`src/afx_pkg.sv`:
```
// Types, constants and the xorshift step shared by the random-number unit.
package afx_pkg;

    localparam int MAX_WINDOWS  = 3;
    localparam int NUM_WINDOWS  = 3;
    localparam int RING_DEPTH   = 64;
    localparam int RING_AW      = $clog2(RING_DEPTH);
    localparam int IDX_W        = 6;
    localparam int ADDR_W       = 32;
    localparam int VALUE_W      = 16;
    localparam int CNT_W        = 32;
    localparam int RC_W         = 2;
    localparam int PADDR_W      = 5;
    localparam int IN_TDATA_W   = 40;
    localparam int OUT_TDATA_W  = 112;

    typedef enum logic {
        ACT_DRAW = 1'b0,
        ACT_READ = 1'b1
    } t_action;

    typedef enum logic [2:0] {
        REG_SEED        = 3'd0,
        REG_RANGE_COUNT = 3'd1,
        REG_WIN0_LOW    = 3'd2,
        REG_WIN0_HIGH   = 3'd3,
        REG_WIN1_LOW    = 3'd4,
        REG_WIN1_HIGH   = 3'd5,
        REG_WIN2_LOW    = 3'd6,
        REG_WIN2_HIGH   = 3'd7
    } t_reg_idx;

    typedef struct packed {
        logic [RC_W-1:0]                     range_count;
        logic [NUM_WINDOWS-1:0][ADDR_W-1:0]  win_low;
        logic [NUM_WINDOWS-1:0][ADDR_W-1:0]  win_high;
    } t_cfg;

    typedef struct packed {
        logic               hit;
        logic               miss;
        logic [CNT_W-1:0]   next_state;
        logic [VALUE_W-1:0] value;
    } t_draw;

    typedef struct packed {
        logic               wr_en;
        logic [RING_AW-1:0] wr_addr;
        logic [ADDR_W-1:0]  wr_data;
        logic               rd_en;
        logic [RING_AW-1:0] rd_addr;
    } t_ring_req;

    // One xorshift32 step with shifts 13, 17, 5.
    function automatic logic [CNT_W-1:0] xorshift32(input logic [CNT_W-1:0] s);
        logic [CNT_W-1:0] a;
        logic [CNT_W-1:0] b;
        a = s ^ (s << 13);
        b = a ^ (a >> 17);
        return b ^ (b << 5);
    endfunction

endpackage

```
`src/afx_cfg_regs.sv`:
```
// Configuration register file behind the APB-style port.
module afx_cfg_regs
    import afx_pkg::*;
(
    input  logic                i_clk,
    input  logic                i_rst_n,
    input  logic                i_psel,
    input  logic                i_penable,
    input  logic                i_pwrite,
    input  logic [PADDR_W-1:0]  i_paddr,
    input  logic [31:0]         i_pwdata,
    output logic [31:0]         o_prdata,
    output logic                o_seed_wr,
    output logic [CNT_W-1:0]    o_seed,
    output t_cfg                o_cfg
);

    logic [CNT_W-1:0] r_seed;
    t_cfg             r_cfg;
    logic             wr_en;
    t_reg_idx         idx;

    assign idx       = t_reg_idx'(i_paddr[PADDR_W-1:2]);
    assign wr_en     = i_psel & i_penable & i_pwrite;
    assign o_seed_wr = wr_en && (idx == REG_SEED);
    assign o_seed    = i_pwdata;
    assign o_cfg     = r_cfg;

    always_ff @(posedge i_clk) begin
        if (!i_rst_n) begin
            r_seed <= '0;
            r_cfg  <= '0;
        end else if (wr_en) begin
            unique case (idx)
                REG_SEED:        r_seed              <= i_pwdata;
                REG_RANGE_COUNT: r_cfg.range_count   <= i_pwdata[RC_W-1:0];
                REG_WIN0_LOW:    r_cfg.win_low[0]    <= i_pwdata;
                REG_WIN0_HIGH:   r_cfg.win_high[0]   <= i_pwdata;
                REG_WIN1_LOW:    r_cfg.win_low[1]    <= i_pwdata;
                REG_WIN1_HIGH:   r_cfg.win_high[1]   <= i_pwdata;
                REG_WIN2_LOW:    r_cfg.win_low[2]    <= i_pwdata;
                REG_WIN2_HIGH:   r_cfg.win_high[2]   <= i_pwdata;
            endcase
        end
    end

    always_comb begin
        unique case (idx)
            REG_SEED:        o_prdata = r_seed;
            REG_RANGE_COUNT: o_prdata = {{(32-RC_W){1'b0}}, r_cfg.range_count};
            REG_WIN0_LOW:    o_prdata = r_cfg.win_low[0];
            REG_WIN0_HIGH:   o_prdata = r_cfg.win_high[0];
            REG_WIN1_LOW:    o_prdata = r_cfg.win_low[1];
            REG_WIN1_HIGH:   o_prdata = r_cfg.win_high[1];
            REG_WIN2_LOW:    o_prdata = r_cfg.win_low[2];
            REG_WIN2_HIGH:   o_prdata = r_cfg.win_high[2];
        endcase
    end

endmodule

```
`src/afx_draw_unit.sv`:
```
// Window match and xorshift step for one draw request.
module afx_draw_unit
    import afx_pkg::*;
(
    input  t_cfg              i_cfg,
    input  t_action           i_action,
    input  logic [ADDR_W-1:0] i_addr,
    input  logic [CNT_W-1:0]  i_state,
    output t_draw             o_draw
);

    logic [NUM_WINDOWS-1:0] win_hit;
    logic                   match;
    logic                   armed;

    // Each window is half-open; an empty window never matches.
    always_comb begin
        for (int w = 0; w < NUM_WINDOWS; w++) begin
            win_hit[w] = (w < MAX_WINDOWS)
                      && (32'(w) < 32'(i_cfg.range_count))
                      && (i_addr >= i_cfg.win_low[w])
                      && (i_addr <  i_cfg.win_high[w]);
        end
    end

    assign match = |win_hit;
    assign armed = (i_action == ACT_DRAW) && (i_state != '0);

    always_comb begin
        o_draw.next_state = xorshift32(i_state);
        o_draw.hit        = armed & match;
        o_draw.miss       = armed & ~match;
        o_draw.value      = o_draw.hit ? o_draw.next_state[CNT_W-1 -: VALUE_W] : '0;
    end

endmodule

```
`src/afx_caller_ring.sv`:
```
// Caller ring memory with per-entry valid bits and a registered read port.
module afx_caller_ring
    import afx_pkg::*;
(
    input  logic              i_clk,
    input  logic              i_rst_n,
    input  t_ring_req         i_req,
    output logic [ADDR_W-1:0] o_rd_data
);

    logic [ADDR_W-1:0]     r_mem [RING_DEPTH];
    logic [RING_DEPTH-1:0] r_valid;
    logic [ADDR_W-1:0]     r_rd_data;

    assign o_rd_data = r_rd_data;

    always_ff @(posedge i_clk) begin
        if (i_req.wr_en) begin
            r_mem[i_req.wr_addr] <= i_req.wr_data;
        end
        // An entry never written reads as zero.
        if (i_req.rd_en) begin
            r_rd_data <= r_valid[i_req.rd_addr] ? r_mem[i_req.rd_addr] : '0;
        end
    end

    always_ff @(posedge i_clk) begin
        if (!i_rst_n) begin
            r_valid <= '0;
        end else if (i_req.wr_en) begin
            r_valid[i_req.wr_addr] <= 1'b1;
        end
    end

endmodule

```
`src/address_filtered_xorshift_rng_unit.sv`:
```
// Top level of the address-filtered xorshift32 random-number unit.
//
//   port group   dir  tdata / data fields (low bit up)                 tuser
//   request      in   caller_address[31:0] ring_index[37:32] 0[39:38]  action
//   result       out  random_value[15:0] hit_total[47:16]              hit
//                     miss_total[79:48] ring_entry[111:80]
//   config       in   APB write/read, register i at byte address 4*i   -
//
// One request enters per clock into the input register while the result
// side is not stalled; its result is then loaded into the result register,
// from which it leaves. The critical path is the three window compares
// feeding the hit decision and the state/counter updates.
// Reset is synchronous and active low; it clears all control state,
// the counters, the generator state and the ring valid bits.
// A stalled result holds in the result register while the input register
// keeps one more request; acceptance stops only when both are full.
module address_filtered_xorshift_rng_unit
    import afx_pkg::*;
(
    input  logic                   i_clk,
    input  logic                   i_rst_n,
    // request stream
    input  logic                   i_s_tvalid,
    output logic                   o_s_tready,
    input  logic [IN_TDATA_W-1:0]  i_s_tdata,   // caller_address, ring_index, zero pad
    input  logic                   i_s_tuser,   // action
    // result stream
    output logic                   o_m_tvalid,
    input  logic                   i_m_tready,
    output logic [OUT_TDATA_W-1:0] o_m_tdata,   // random_value, hit_total, miss_total,
                                                // ring_entry
    output logic                   o_m_tuser,   // hit
    // configuration
    input  logic                   i_psel,
    input  logic                   i_penable,
    input  logic                   i_pwrite,
    input  logic [PADDR_W-1:0]     i_paddr,
    input  logic [31:0]            i_pwdata,
    output logic [31:0]            o_prdata,
    output logic                   o_pready
);

    // Configuration
    t_cfg             cfg;
    logic             seed_wr;
    logic [CNT_W-1:0] seed;

    afx_cfg_regs u_cfg (
        .i_clk     (i_clk),
        .i_rst_n   (i_rst_n),
        .i_psel    (i_psel),
        .i_penable (i_penable),
        .i_pwrite  (i_pwrite),
        .i_paddr   (i_paddr),
        .i_pwdata  (i_pwdata),
        .o_prdata  (o_prdata),
        .o_seed_wr (seed_wr),
        .o_seed    (seed),
        .o_cfg     (cfg)
    );

    assign o_pready = 1'b1;

    // Input register
    logic              r_in_valid;
    t_action           r_in_action;
    logic [ADDR_W-1:0] r_in_addr;
    logic [IDX_W-1:0]  r_in_idx;

    // Result register
    logic               r_out_valid;
    logic               r_out_hit;
    logic [VALUE_W-1:0] r_out_value;
    logic [CNT_W-1:0]   r_out_hit_total;
    logic [CNT_W-1:0]   r_out_miss_total;
    logic               r_out_is_read;

    // Architectural state
    logic [CNT_W-1:0] r_state;
    logic [CNT_W-1:0] r_hit_cnt;
    logic [CNT_W-1:0] r_miss_cnt;
    logic [CNT_W-1:0] n_hit_cnt;
    logic [CNT_W-1:0] n_miss_cnt;

    logic              advance;
    logic              in_take;
    t_draw             draw;
    t_ring_req         ring_req;
    logic [ADDR_W-1:0] ring_rd_data;

    // Move the held request into the result register when that frees up.
    assign advance    = r_in_valid && (!r_out_valid || i_m_tready);
    assign o_s_tready = !r_in_valid || advance;
    assign in_take    = i_s_tvalid && o_s_tready;

    afx_draw_unit u_draw (
        .i_cfg    (cfg),
        .i_action (r_in_action),
        .i_addr   (r_in_addr),
        .i_state  (r_state),
        .o_draw   (draw)
    );

    assign n_hit_cnt  = r_hit_cnt  + CNT_W'(draw.hit);
    assign n_miss_cnt = r_miss_cnt + CNT_W'(draw.miss);

    // Log the caller at hit_count mod depth; reads index mod depth too.
    always_comb begin
        ring_req.wr_en   = advance && draw.hit;
        ring_req.wr_addr = r_hit_cnt[RING_AW-1:0];
        ring_req.wr_data = r_in_addr;
        ring_req.rd_en   = advance && (r_in_action == ACT_READ);
        ring_req.rd_addr = r_in_idx[RING_AW-1:0];
    end

    afx_caller_ring u_ring (
        .i_clk     (i_clk),
        .i_rst_n   (i_rst_n),
        .i_req     (ring_req),
        .o_rd_data (ring_rd_data)
    );

    // Input register: control with reset, payload without.
    always_ff @(posedge i_clk) begin
        if (!i_rst_n) begin
            r_in_valid <= 1'b0;
        end else if (in_take) begin
            r_in_valid <= 1'b1;
        end else if (advance) begin
            r_in_valid <= 1'b0;
        end
    end

    always_ff @(posedge i_clk) begin
        if (in_take) begin
            r_in_action <= t_action'(i_s_tuser);
            // Drop bit 0 of the caller address.
            r_in_addr   <= {i_s_tdata[ADDR_W-1:1], 1'b0};
            r_in_idx    <= i_s_tdata[ADDR_W +: IDX_W];
        end
    end

    // Generator state and counters.
    always_ff @(posedge i_clk) begin
        if (!i_rst_n) begin
            r_state    <= '0;
            r_hit_cnt  <= '0;
            r_miss_cnt <= '0;
        end else begin
            if (seed_wr) begin
                r_state <= seed;
            end else if (advance && draw.hit) begin
                r_state <= draw.next_state;
            end
            if (advance) begin
                r_hit_cnt  <= n_hit_cnt;
                r_miss_cnt <= n_miss_cnt;
            end
        end
    end

    // Result register.
    always_ff @(posedge i_clk) begin
        if (!i_rst_n) begin
            r_out_valid <= 1'b0;
        end else if (advance) begin
            r_out_valid <= 1'b1;
        end else if (i_m_tready) begin
            r_out_valid <= 1'b0;
        end
    end

    always_ff @(posedge i_clk) begin
        if (advance) begin
            r_out_hit        <= draw.hit;
            r_out_value      <= draw.value;
            r_out_hit_total  <= n_hit_cnt;
            r_out_miss_total <= n_miss_cnt;
            r_out_is_read    <= (r_in_action == ACT_READ);
        end
    end

    assign o_m_tvalid = r_out_valid;
    assign o_m_tuser  = r_out_hit;
    assign o_m_tdata  = {r_out_is_read ? ring_rd_data : {ADDR_W{1'b0}},
                         r_out_miss_total,
                         r_out_hit_total,
                         r_out_value};

endmodule

```
`config.mk`:
```
export PLATFORM = sky130hd
export DESIGN_NAME = address_filtered_xorshift_rng_unit
export DESIGN_NICKNAME = d
export VERILOG_FILES = /design/src/afx_pkg.sv /design/src/afx_cfg_regs.sv /design/src/afx_draw_unit.sv /design/src/afx_caller_ring.sv /design/src/address_filtered_xorshift_rng_unit.sv
export SDC_FILE = /design/constraint.sdc
export NUM_CORES = 2
export LEC_CHECK = 0
export ABC_CLOCK_PERIOD_IN_PS = 9000
export BUFFER_PORTS_ARGS = -buffer_cell sky130_fd_sc_hd__buf_2
export CORE_ASPECT_RATIO = 1.5
export CORE_MARGIN = 5
export CORE_UTILIZATION = 45
export CTS_CLUSTER_DIAMETER = 200
export DETAILED_ROUTE_END_ITERATION = 8
export PLACE_DENSITY = 0.64
export SYNTH_ARGS = -nofsm -noshare
export SYNTH_HDL_FRONTEND = slang
export SYNTH_SLANG_ARGS = --single-unit
```
`constraint.sdc`:
```
create_clock -name i_clk -period 9 [get_ports i_clk]
set_input_delay 1.8 -clock i_clk [delete_from_list [all_inputs] [get_ports i_clk]]
set_output_delay 1.8 -clock i_clk [all_outputs]
set_load 0.02 [all_outputs]
```
### Word-level counts from Yosys, hierarchy flattened

Memories as Yosys holds them, arrays and structs flattened. A register that Yosys moved wholly into a read port is not among the register bits.
Cells that the tools add are included.

| word-level totals | value |
|---|---|
| flip-flop bits (word level) | 540 |
| memory bits (writable) | 1984 |
| input bits | 85 |
| word-level logic and storage cells | 101 |
| memories | 1 |

Memory list:

| memory | words | width | read ports | clocked after memory_dff | wr ports | line | source |
|---|---|---|---|---|---|---|---|
| u_ring.r_mem | 64 | 31 | 1 | 1 | 1 | afx_caller_ring.sv:11 | `logic [ADDR_W-1:0] r_mem [RING_DEPTH];` |

| cells by class | value |
|---|---|
| add/subtract/negate cells | 2 |
| order comparisons | 12 |
| equal/unequal tests | 7 |
| multiplexer cells | 14 |
| bitwise logic cells | 10 |
| reduce and logical (&&, ||, !) cells | 32 |

Operators by type and width:

| cell | number |
|---|---|
| 32-bit case mux with 8 select lines | 1 |
| 32-bit greater-or-equal comparator | 3 |
| 32-bit < comparator | 3 |
| 32-bit 2-to-1 mux | 3 |
| 32-bit by 1-bit adder with 32-bit output | 2 |
| 64-bit OR | 1 |
| 32-bit bitwise XOR | 2 |
| 32-bit nonzero test | 1 |
| 32-bit by 15-bit bitwise XOR with 32-bit output | 1 |
| 2-bit AND reduction | 8 |
| 6-bit by 7-bit < comparator with 1-bit output, second input constant | 2 |
| 1-bit logical AND | 13 |
| 3-bit == test, second input constant | 4 |
| 1-bit 2-to-1 mux | 8 |
| 1-bit binary-select mux with 6-bit select | 1 |
| 1-bit demux with 6-bit select | 1 |
| 3-bit by 2-bit == test with 1-bit output, second input constant | 2 |
| 6-bit by 1-bit greater-or-equal comparator with 1-bit output, second input constant | 1 |
| 2-bit nonzero test | 3 |
| 1-bit bitwise AND | 4 |
| 1-bit by 2-bit < comparator with 1-bit output, first input constant | 2 |
| 3-bit by 1-bit == test with 1-bit output, second input constant | 1 |
| 1-bit logical NOT | 3 |
| 3-bit logical NOT | 1 |
| other kinds (4) | 6 |

### Depth between registers and ports, before layout

| depth | value |
|---|---|
| depth after elaboration | 8 |
| gate-level depth with buffers | 22 |
| gate-level depth less buffers | 20 |

### Hierarchy

A second synthesis with hierarchy kept.

| second synthesis, totals | value |
|---|---|
| cell total of the unflattened synthesis | 6359 |
| area, all modules | 106049.2 µm² |

Modules (own cells, without submodules):

| module | times used | cells each | area an instance (µm²) |
|---|---|---|---|
| afx_caller_ring | 1 | 3570 | 81127.8 |
| afx_cfg_regs | 1 | 1149 | 10070.9 |
| address_filtered_xorshift_rng_unit | 1 | 861 | 9316.4 |
| afx_draw_unit | 1 | 779 | 5534.1 |

### Worst setup path before layout

OpenSTA, ideal clock, no wires.

| path | value |
|---|---|
| path kind | reg2reg |
| start point | register r_in_addr[25] |
| end point | memory u_ring.r_mem[58][0] (netlist bit), enable pin |
| data arrival time | 6.300 ns |
| required time | 8.502 ns |
| setup slack | 2.202 ns |
| cell stages (with the launch flop) | 11 |
| buffers on the path | 1 |
| clock period less this slack | 6.798 ns |
| cells stage by stage | edfxtp_1 -> ha_1 -> a21oi_1 -> nor2_1 -> a2111oi_0 -> nor3_1 -> a211o_1 -> o32ai_4 -> nor2_1 -> buf_2 -> nor4_1 |

| on the way | value |
|---|---|
| word-level cells in the longest chain between the ends | 8 |
| elaborated cells on any way between the ends | 17 |

RTL lines:

| what | line | source |
|---|---|---|
| start: declaration | address_filtered_xorshift_rng_unit.sv:67 | `logic [ADDR_W-1:0] r_in_addr;` |
| start signal: assignment | address_filtered_xorshift_rng_unit.sv:138 | `r_in_addr <= {i_s_tdata[ADDR_W-1:1], 1'b0};` |
| 32-bit greater-or-equal comparator | afx_draw_unit.sv:21 | `&& (i_addr >= i_cfg.win_low[w])` |
| 1-bit logical AND | afx_draw_unit.sv:21 |  |
| 1-bit logical AND | afx_draw_unit.sv:22 | `&& (i_addr < i_cfg.win_high[w]);` |
| 3-bit OR reduction (*) | afx_draw_unit.sv:26 | `assign match = \|win_hit;` |
| 1-bit bitwise AND (*) | afx_draw_unit.sv:31 | `o_draw.hit = armed & match;` |
| 1-bit logical AND (*) | address_filtered_xorshift_rng_unit.sv:109 | `ring_req.wr_en = advance && draw.hit;` |
| 1-bit 2-to-1 mux (*) | afx_caller_ring.sv:18 | `if (i_req.wr_en) begin` |
| 1-bit 2-to-1 mux (implied by the code) (*) | afx_caller_ring.sv:19 | `r_mem[i_req.wr_addr] <= i_req.wr_data;` |
| end: declaration | afx_caller_ring.sv:11 |  |

Every way passes the cells marked *; elsewhere a longest branch is shown, timed or not.

==> key figures <==
Run status
  – Status: finished, final reports clean

Timing
  – Final setup violation count: 0
  – Crit share post-route: 74.8%
  – Min Tclk post-route: 6.73 ns
  – Setup Total Neg Slack: 0 ns
  – FMAX: 149 MHz
  – Tightest Pin Transition: 1.37 ns
  – RSZ-0062 raised after global routing: no
  – Slew HR: 8.62%
  – Slew Viols, Final: 0
  – Skew final: around 0.043 ns
  – Final hold vios: 0

Clock tree
  – Hold Buf Count CTS: 0
  – Cts bufs inserted: ~230
  – CTS resizes: 0
  – Postcts setup bufs: 0
  – Root Driver: clkbuf_16
  – Num Clock Sinks: roughly 2500
  – CTS Buffer Depth: 4
  – CTS tree: yes
  – Clock-pin slew on the worst setup and hold paths: ~0.060 ns
  – H-tree levels: 4
  – Worst skew pair latency: 0.87 ns

Placement
  – GP Congestion: 0.900
  – Port buffer count: approximately 230
  – Placed Area: ~0.11 mm²
  – Final HPWL DP: 171000 µm

Route
  – Antenna viol nets, final: 0
  – Drt total wl: 285000 µm
  – Vias: 57449
  – Router iterations before antenna repair: 6
  – DR vias/cell: ~5.9
  – Drt wl/cell: 29.4 µm
  – DRC violations left: 0
  – DR iter-0 viols: 5520

Pwr
  – Sw Pwr: 5.10 mW
  – Power density cells: a little over 200 mW/mm²
  – Sw Ratio: 21.4%
  – Sequential power share: 53.4%
  – Combinational fraction of design power: 5.2%
  – Worst vdd ir: 0.000158 V
  – Pint: 18.7 mW
  – Clock network fraction of design power: 41.4%
  – Leakage: 37.4 nW
  – Total Power: 23.8 mW

Yosys
  – EDFF count, synth: 2135
  – Async S/R FF share, synth: 0%
  – Seq cells post-synth: 2523
  – Syn avg cell area: 16.9 µm²
  – Top cell type's share of synthesized area: 61.4%
  – Post-Syn Area: approximately 0.10 mm²
  – Synth Instances: 6185
  – Yosys top cell by area: edfxtp_1
  – Ys flop type: edfxtp_1
  – Syn_nets: 6460
  – Post-synth cell types: 69
  – Largest cells by area after synthesis: edfxtp_1 (61%), mux4_2 (15%), dfxtp_1 (7.4%)
  – Sequential share of the synthesized area: 68.8%
  – YS warnings: 0

Global route
  – Met1 Resource Use GR: around 28%
  – Top Usage Layer GRT: met2
  – Vias in the first global route: between 50000 and 60000
  – Met2 Resource Use GR: 40.9%
  – Initial antenna violation count: 30
  – Met3 Use GR: 3.41%
  – Gr usage total: 23.3%
  – Global-route wire length before repair: 411000 µm
  – Total grt overflow: 0
  – Largest net degree at the start of global routing: 261

Job
  – Max_cap viols: 0

Setup path
  – CP cell instances: buf_4 > ha_1 > o21ai_0 > nor2_1 > nor3_1 > o21ai_0 > o21ai_0 > a221oi_4 > o21bai_1 > buf_4 > inv_1 > ha_1 > ha_1 > nand3_1 > nor4_1 > nand4_1 > nor3_1 > and4_1 > nand4_1 > xnor2_1 > and2_1
  – Largest stage delay, worst path: 0.77 ns
  – CP endpoint kind: flop
  – Critical path class: flop to flop
  – Crit path DAT: 7.48 ns
  – Critical path's top delay family: simple AND/OR/NAND/NOR gates
  – Worst EP required: 9.75 ns
  – Max FO, Critical Path: 69
  – Type of origin of the critical path: flop
  – CP max-delay cell: nor4_1
  – Critical path buffers and inverters: 3

Floorplan
  – Die height: 600 µm
  – Die width: 403 µm
  – Die area: between 0.2 and 0.25 mm²
  – Starting Density: between 40% and 50%
  – Num ports: 233
  – Core ar.: approximately 0.23 mm²
  – Row count: between 200 and 250

Finish
  – Final core occ: 50.8%
  – Synth-to-layout area growth: 12.3%
  – Nets@finish: 6711
  – Final Instance Area: 0.117 mm²
  – Share of cells above drive strength 1: 22.8%

Worst hold path
  – Worst min path class: flop to flop
cell families after synthesis:
kind of cell / Yosys count / synth area share (%)
buffers and inverters: 577 / 2.20
xor gates and xnor gates: 179 / 1.50
and+or+nand+nor: 1289 / 5.63
adders and majority gates: 190 / 2.28
AOI/OAI and AO/OA: 729 / 4.77
DFF: 2523 / 68.8
muxes: 696 / 14.8
other: 2 / 0.00719
layout make-up:
| class | instances | area, µm² |
|---|---|---|
| repair buffers | 393 | 2510 |
| fillers | 18872 | 114000 |
| diodes | 17 | 42.5 |
| multi-input cells | 3085 | 30800 |
| flip-flops and latches | 2523 | 71900 |
| inverters | 202 | 761 |
| clock buffers | 299 | 6410 |
| clock inverters | 116 | 1120 |
| well taps | 3052 | 3820 |
through the flow:
stage                     worst slack [ns]  hold WS [ns]  std cells
after floorplan                       2.20         0.420       6185
after global placement                2.26         0.429       9255
after detailed placement              2.17         0.437       9255
after CTS                             2.10         0.446       9670
after global routing                  1.89         0.470       9679
final                                 2.27         0.443       9687
flip-flops by register name, indices dropped and copies added, names as in the netlist, 6 cells and up:
name / count
u_ring.r_mem: 1984
r_out_value: 16
r_hit_cnt: 32
u_cfg.r_seed: 32
u_ring.o_rd_data: 31
u_ring.r_valid: 64
r_in_idx: 6
r_out_hit_total: 32
r_miss_cnt: 32
u_cfg.o_cfg: 194
r_state: 32
r_out_miss_total: 32
r_in_addr: 31
final timing paths:
check	from	endpoint	slack [ns]	cells after the start
max	r_in_addr[15]	r_hit_cnt[30]	2.27	21
min	u_ring.r_valid[60]	u_ring.r_valid[60]	0.44	2
max reg2reg	r_in_addr[15]	r_hit_cnt[30]	2.27	21
min reg2reg	u_ring.r_valid[60]	u_ring.r_valid[60]	0.44	2
synth_stat cells, types with 114 or more instances:
library cell / n
ha_1: 190
clkbuf_1: 260
and2_1: 114
mux4_2: 676
dfxtp_1: 388
inv_1: 200
a21boi_0: 241
nor2_1: 141
nand2_1: 717
edfxtp_1: 2135
a21oi_1: 136
xnor2_1: 115
o21ai_0: 153
layout by cell type (no fill, tap or decap), types with 13 or more instances in the layout:
master	n
nor3_2	15
inv_1	200
buf_4	159
or3_1	14
mux2i_1	19
a21oi_1	135
and2_1	112
a211oi_1	18
clkinv_1	35
nor2b_1	48
o2111ai_1	32
o21ai_0	153
nor4_2	55
clkinv_2	39
nand4_1	43
nor2_1	133
xnor2_1	115
nand3_1	46
buf_2	224
edfxtp_1	2135
a21o_1	18
xor2_1	64
bufinv_16	19
clkbuf_16	243
a21boi_0	241
ha_1	190
nor3_1	24
clkbuf_1	44
and3_1	18
a221oi_1	34
diode_2	17
a22o_1	13
nand2_1	716
mux4_2	676
o311a_1	32
dfxtp_1	388
metal layers:
layer,up-vias,share of wire [%]
met5,-,0.027
met4,10,5.9
met3,585,6.5
met2,2308,51
met1,29941,36
li1,24605,-
power groups by stage:
stage	Combinational, mW	Sequential (mW)	Clock (mW)
floorplan	0.692	13.1	0
global placement	1.22	13.0	0
detailed placement	1.24	13.0	0
CTS	1.25	12.7	10.0
global route	1.32	12.7	10.6
finish	1.23	12.7	9.87
worst min-delay path, delay by kind of cell (launching register included):
family | cells | cell delay, ns
flops | 1 | 0.31
simple gates | 1 | 0.05
compound gates | 1 | 0.05
No activity file was read; power rests on OpenSTA's default activity.
